$ cat config.mk
export PLATFORM = sky130hd
export DESIGN_NAME = hll_est
export DESIGN_NICKNAME = d
export VERILOG_FILES = /design/src/rtl/core/assert_macros.svh /design/src/rtl/core/hll_pkg.sv /design/src/rtl/core/hll_est.sv
export SDC_FILE = /design/constraint.sdc
export NUM_CORES = 2
export LEC_CHECK = 0
export BUFFER_PORTS_ARGS = -buffer_cell sky130_fd_sc_hd__buf_4
export CAP_MARGIN = 20
export CORE_ASPECT_RATIO = 1.25
export CORE_MARGIN = 3
export CORE_UTILIZATION = 57
export CTS_CLUSTER_DIAMETER = 120
export DETAILED_ROUTE_END_ITERATION = 8
export GPL_TIMING_DRIVEN = 0
export PLACE_DENSITY = 0.73
export SYNTH_ARGS = -nofsm -noshare
export SYNTH_HDL_FRONTEND = slang
export SYNTH_SLANG_ARGS = --single-unit
export TNS_END_PERCENT = 20
$ cat constraint.sdc
create_clock -name aclk -period 13.8 [get_ports aclk]
set_clock_uncertainty 0.1 [all_clocks]
set_input_delay 3.45 -clock aclk [delete_from_list [all_inputs] [get_ports aclk]]
set_output_delay 3.45 -clock aclk [all_outputs]
set_load 0.01 [all_outputs]
$ cat src/rtl/core/assert_macros.svh
// assertion macros used by the top-level rtl file
`ifndef ASSERT_MACROS_SVH
`define ASSERT_MACROS_SVH
`ifndef SYNTHESIS
`define ASSERT_IMPLY(label, clk, rst_n, a, b) \
    label: assert property (@(posedge clk) disable iff (!(rst_n)) (a) |-> (b)) \
        else $error("assertion failed");
`define ASSERT_NEXT(label, clk, rst_n, a, b) \
    label: assert property (@(posedge clk) disable iff (!(rst_n)) (a) |=> (b)) \
        else $error("assertion failed");
`define ASSERT_ALWAYS(label, clk, rst_n, a) \
    label: assert property (@(posedge clk) disable iff (!(rst_n)) (a)) \
        else $error("assertion failed");
`else
`define ASSERT_IMPLY(label, clk, rst_n, a, b)
`define ASSERT_NEXT(label, clk, rst_n, a, b)
`define ASSERT_ALWAYS(label, clk, rst_n, a)
`endif
`endif

$ cat src/rtl/core/hll_pkg.sv
// shared types and constants of the distinct counter
package hll_pkg;

    typedef struct packed {
        logic [63:0] hash_value;
        logic        report;
    } in_item_t;

    typedef struct packed {
        logic [63:0] estimate;
        logic        saturated;
    } out_item_t;

    // ln2 in unsigned q0.32
    localparam logic [31:0] LN2_Q32 = 32'd2977044471;

    typedef enum logic [7:0] {
        ST_IDLE = 8'b0000_0001,
        ST_DIV  = 8'b0000_0010,
        ST_SEL  = 8'b0000_0100,
        ST_NORM = 8'b0000_1000,
        ST_SQR  = 8'b0001_0000,
        ST_MUL  = 8'b0010_0000,
        ST_ADD  = 8'b0100_0000,
        ST_DONE = 8'b1000_0000
    } est_state_t;

endpackage

$ cat src/rtl/core/hll_est.sv
// multi-cycle estimator: divide, log2 by squaring, ln2 scaling
module hll_est
    import hll_pkg::*;
#(
    parameter int P = 14
) (
    input  logic        aclk,
    input  logic        aresetn,
    input  logic        start,
    input  logic [63:0] sum,
    input  logic [P:0]  zero_cnt,
    output logic        m_valid,
    input  logic        m_ready,
    output out_item_t   m_data
);

    localparam logic [63:0] M = 64'd1 << P;
    localparam logic [63:0] ALPHA =
        (P == 4) ? (64'd673 << 30) / 64'd1000 :
        (P == 5) ? (64'd697 << 30) / 64'd1000 :
        (P == 6) ? (64'd709 << 30) / 64'd1000 :
        ((64'd7213 * M) << 30) / (64'd10000 * M + 64'd10790);
    localparam logic [63:0] NHI = ALPHA >> (31 - P);
    localparam logic [63:0] NLO = ALPHA << (P + 33);
    localparam logic [63:0] SMALL_LIM = (64'd5 * M) / 64'd2;
    localparam logic [63:0] LARGE_LIM = 64'hFFFF_FFFF_FFFF_FFFF / 64'd30;
    localparam logic [5:0]  P_W = 6'(P);

    est_state_t  state_reg, state_next;
    logic [63:0] d_reg, d_next;
    logic [63:0] rem_reg, rem_next;
    logic [63:0] q_reg, q_next;
    logic [5:0]  cnt_reg, cnt_next;
    logic [P:0]  v_reg, v_next;
    logic [63:0] y_reg, y_next;
    logic [5:0]  k_reg, k_next;
    logic [37:0] lg_reg, lg_next;
    logic        small_reg, small_next;
    logic [63:0] plo_reg, plo_next;
    logic [38:0] phi_reg, phi_next;
    logic [63:0] est_reg, est_next;
    logic        sat_reg, sat_next;

    logic [64:0]  div_sh;
    logic [63:0]  sq;
    logic [38:0]  dlog;
    logic [70:0]  prod;
    logic [127:0] prod_ext;

    always_comb begin
        state_next = state_reg;
        d_next     = d_reg;
        rem_next   = rem_reg;
        q_next     = q_reg;
        cnt_next   = cnt_reg;
        v_next     = v_reg;
        y_next     = y_reg;
        k_next     = k_reg;
        lg_next    = lg_reg;
        small_next = small_reg;
        plo_next   = plo_reg;
        phi_next   = phi_reg;
        est_next   = est_reg;
        sat_next   = sat_reg;
        div_sh     = {rem_reg, NLO[cnt_reg]};
        sq         = y_reg[31:0] * y_reg[31:0];
        dlog       = (small_reg ? {1'b0, P_W, 32'd0} : {1'b1, 38'd0}) - {1'b0, lg_reg};
        prod       = {7'd0, plo_reg} + {phi_reg, 32'd0};
        prod_ext   = {57'd0, prod};

        unique case (state_reg)
            ST_IDLE: begin
                if (start) begin
                    d_next   = sum;
                    v_next   = zero_cnt;
                    rem_next = NHI;
                    q_next   = '0;
                    cnt_next = 6'd63;
                    if (sum == 64'd0 || NHI >= sum) begin
                        est_next   = '1;
                        sat_next   = 1'b1;
                        state_next = ST_DONE;
                    end else begin
                        state_next = ST_DIV;
                    end
                end
            end
            // restoring division, one quotient bit per cycle
            ST_DIV: begin
                if (div_sh >= {1'b0, d_reg}) begin
                    rem_next = 64'(div_sh - {1'b0, d_reg});
                    q_next   = {q_reg[62:0], 1'b1};
                end else begin
                    rem_next = div_sh[63:0];
                    q_next   = {q_reg[62:0], 1'b0};
                end
                cnt_next = cnt_reg - 6'd1;
                if (cnt_reg == 6'd0) begin
                    state_next = ST_SEL;
                end
            end
            // pick the range correction, or take the quotient as the estimate
            ST_SEL: begin
                k_next = 6'd63;
                if (v_reg != '0 && q_reg <= SMALL_LIM) begin
                    small_next = 1'b1;
                    y_next     = 64'(v_reg);
                    state_next = ST_NORM;
                end else if (q_reg > LARGE_LIM) begin
                    small_next = 1'b0;
                    y_next     = 64'd0 - q_reg;
                    state_next = ST_NORM;
                end else begin
                    est_next   = q_reg;
                    sat_next   = 1'b0;
                    state_next = ST_DONE;
                end
            end
            // bring the leading one to the top, one bit per cycle
            ST_NORM: begin
                if (y_reg[63]) begin
                    y_next     = {32'd0, y_reg[63:32]};
                    lg_next    = {k_reg, 32'd0};
                    cnt_next   = 6'd31;
                    state_next = ST_SQR;
                end else begin
                    y_next = {y_reg[62:0], 1'b0};
                    k_next = k_reg - 6'd1;
                end
            end
            // one fraction bit of log2 per squaring
            ST_SQR: begin
                y_next = {32'd0, sq[63] ? sq[63:32] : sq[62:31]};
                lg_next[cnt_reg[4:0]] = sq[63];
                cnt_next = cnt_reg - 6'd1;
                if (cnt_reg == 6'd0) begin
                    state_next = ST_MUL;
                end
            end
            ST_MUL: begin
                plo_next   = dlog[31:0] * LN2_Q32;
                phi_next   = dlog[38:32] * LN2_Q32;
                state_next = ST_ADD;
            end
            ST_ADD: begin
                state_next = ST_DONE;
                if (small_reg) begin
                    est_next = prod_ext[64-P +: 64];
                    sat_next = 1'b0;
                end else if (prod[70:64] != 7'd0) begin
                    est_next = '1;
                    sat_next = 1'b1;
                end else begin
                    est_next = prod[63:0];
                    sat_next = 1'b0;
                end
            end
            ST_DONE: begin
                if (m_ready) begin
                    state_next = ST_IDLE;
                end
            end
            default: state_next = ST_IDLE;
        endcase
    end

    always_ff @(posedge aclk) begin
        if (!aresetn) begin
            state_reg <= ST_IDLE;
        end else begin
            state_reg <= state_next;
        end
        d_reg     <= d_next;
        rem_reg   <= rem_next;
        q_reg     <= q_next;
        cnt_reg   <= cnt_next;
        v_reg     <= v_next;
        y_reg     <= y_next;
        k_reg     <= k_next;
        lg_reg    <= lg_next;
        small_reg <= small_next;
        plo_reg   <= plo_next;
        phi_reg   <= phi_next;
        est_reg   <= est_next;
        sat_reg   <= sat_next;
    end

    assign m_valid          = (state_reg == ST_DONE);
    assign m_data.estimate  = est_reg;
    assign m_data.saturated = sat_reg;

endmodule

==> flow_metrics.tcl <==
set metrics [dict create \
    grt_pass1_vias 62800 \
    io-pin-count 149 \
    status "complete, no violations" \
    cts.reportedPaths.clkPinSlew_ps 70 \
    syn_area_sq_um 77900 \
    cap_viol_max_count 0 \
    die_w_microns 337 \
    synth_nets 10100 \
    fill_cells 11600 \
    drc 0 \
    vias 59200 \
    placementRows 151 \
    wire_per_inst_microns 25.4 \
    gr-total-overflow 0 \
    syn_to_final_growth_pct 7.56 \
    use_met2 0.614 \
    cts_tree "yes" \
    drt_wl_total_microns 254000 \
    start_kind "flop" \
    fmax_mhz 84.2 \
    start_util 0.574 \
    grt_pass1_wl_microns 383000 \
    r2r_cells 37 \
    syn_avg_cell_area_sq_um 9.80 \
    end_kind "flop" \
    first_pass_iters 8 \
    p_per_area_nw_per_um2 154 \
    hold_viol_final 0 \
    drt_iter0_drc 4857 \
    finalWeightedCongestion 1.06 \
    p_leak_nw 42.1 \
    grt_usage 0.367 \
    max_stage_delay_ps 650 \
    final_common_cell "inv_1" \
    holdBufCountCts 0 \
    grt_max_degree 77 \
    syn_inst 7949 \
    fin_nets 10300 \
    grt-busiest-layer "met2" \
    hp-start "plo_reg[29]" \
    yosysSeqAreaShare 0.191 \
    drive_gt1_frac 0.0427 \
    use_met1 0.438 \
    hold-path-endpoint "est_reg[29]" \
    cpMaxStageDelayCell "edfxtp_1" \
    timing.critical_path.mode_cell "fa_1" \
    r2r_slack_ps 1930 \
    postSynth.asyncResetShare 0 \
    rsz0062_at_grt "no" \
    clockBufferDepth 3 \
    grt_antenna_before_repair 10 \
    ir_drop_mv 0.270 \
    synth_edf_count 490 \
    reg2reg_from "lg_reg[0]" \
    hp-class "reg2reg" \
    final_min_period_over_clock_period 0.860 \
    slew_violations 0 \
    met3_usage 0.0562 \
    critPathKind "reg2reg" \
    setup_viol 0 \
    cp_data_required_time_ps 14130 \
    dieHeight_microns 419 \
    cts.sinks 499 \
    power_w 0.0129 \
    arrival_ps 12200 \
    ys_warn_count 0 \
    setup_slack_ps 1930 \
    tightestPinTransition_ps 1320 \
    ys_ff_latch 499 \
    hpwl_microns 214000 \
    multi_input_area_sq_um 55400 \
    ctsResizeCount 0 \
    synth_cell_types 89 \
    place_ws_ps 2040 \
    final_util 0.618 \
    slew_headroom 0.117 \
    fin_crit_ps 11870 \
    final_cell_mix "inv_1, fa_1, ha_1, nand2_1, edfxtp_1" \
    clk_latency_ps 700 \
    die_area_sq_um 141000 \
    portBuffers 148 \
    path_max_fanout 10 \
    dominantRegCellSynth "edfxtp_1" \
    post-cts-setup-buffers 0 \
    coreArea_sq_um 136000 \
    timing.rr.end "plo_reg[63]" \
    vias_per_cell 5.92 \
    cts_buffers 56 \
    seq_area_sq_um 14900 \
    fin_tns_setup_ps 0 \
    whs_path_depth 1 \
    drtAntennaViolNets 0 \
    h-tree-depth 2 \
    clockRootBuffer "clkbuf_16" \
]
-- kinds of logic (layout without fill, tap and decap cells) --
logic type,Yosys count,after routing,synth area share
adder cells (fa/ha/maj),2071,2071,0.447
buffers and inverters,2043,2335,0.0990
AND/OR/NAND/NOR,1661,1661,0.105
AO/OA/AOI/OAI,1157,1157,0.0977
flip-flops,499,499,0.191
XOR/XNOR,423,423,0.0476
multiplexers,95,95,0.0122
other,0,4,0
-- power by group --
group / total (W) / internal (W) / switching [W]
Clock: 0.00159 / 0.000906 / 0.000681
Combinational: 0.00896 / 0.00327 / 0.00569
Sequential: 0.00232 / 0.00206 / 0.000263
-- worst max path at each step --
| stage | start | endpoint | cells after the start |
|---|---|---|---|
| finish | lg_reg[0] | plo_reg[63] | 37 |
| CTS | lg_reg[0] | plo_reg[63] | 37 |
| detailed placement | lg_reg[0] | plo_reg[63] | 37 |
| global route | lg_reg[0] | plo_reg[63] | 37 |
| global placement | lg_reg[0] | plo_reg[63] | 35 |
| floorplan | lg_reg[0] | plo_reg[63] | 36 |
-- area by class of cell --
cell class / count / area share
flip-flops and latches: 499 / 0.178
well taps: 1759 / 0.0263
repair buffers: 188 / 0.0199
plain buffers: 282 / 0.0131
diodes: 4 / 0.000119
clock buffers: 66 / 0.0172
inverters: 1761 / 0.0789
multi-input cells: 5407 / 0.661
clock inverters: 38 / 0.00581
-- routing by layer --
| metal | vias to the layer above | part of all wire |
|---|---|---|
| li1 | 26200 | - |
| met1 | 29600 | 0.37 |
| met2 | 2566 | 0.48 |
| met3 | 812 | 0.072 |
| met4 | 10 | 0.083 |
| met5 | - | 0.00027 |
-- Yosys cell counts, drive strengths merged, types with 9 or more instances --
library cell / instances / area, sq um
or4: 9 / 71.3
ha: 872 / 10900
fa: 1193 / 23900
nand3b: 10 / 75.1
a21o: 187 / 1400
edfxtp: 490 / 14700
o211ai: 22 / 165
clkbuf: 250 / 938
o22ai: 20 / 125
nor3b: 11 / 93.8
o22a: 12 / 105
nor2: 311 / 1170
a221oi: 15 / 131
xor2: 179 / 1570
a211oi: 41 / 308
dfxtp: 9 / 180
nor2b: 40 / 250
a221o: 49 / 490
nand2b: 35 / 219
a21boi: 12 / 90.1
a22o: 31 / 272
o21a: 40 / 300
nand3: 102 / 515
and3: 35 / 219
and2: 306 / 1910
inv: 1760 / 6610
buf: 32 / 163
a31o: 14 / 123
or3: 27 / 174
o21bai: 43 / 323
nor4: 44 / 275
or2: 15 / 93.8
a21oi: 368 / 1840
o21ai: 172 / 861
nand4: 67 / 419
a31oi: 38 / 238
mux2i: 93 / 931
nor3: 89 / 467
o31ai: 15 / 113
xnor2: 244 / 2140
nand2: 536 / 2010
-- stage by stage --
stage | cell area [sq um] | instances | hold WS [ps]
after floorplan | 77900 | 7949 | 426
after global placement | 81200 | 9856 | 448
after detailed placement | 81800 | 9889 | 458
after CTS | 83700 | 9993 | 439
after global routing | 83800 | 10000 | 463
final | 83800 | 10000 | 443
-- critical path, delay by kind of cell (launching register included) --
family,cells,cell delay (ps)
adders and majority gates,9,4320
AOI/OAI and AO/OA,9,2300
and+or+nand+nor,8,1990
buffers and inverters,9,1620
DFF,1,650
xor gates and xnor gates,2,620
Power figures use the tool's default switching activity.
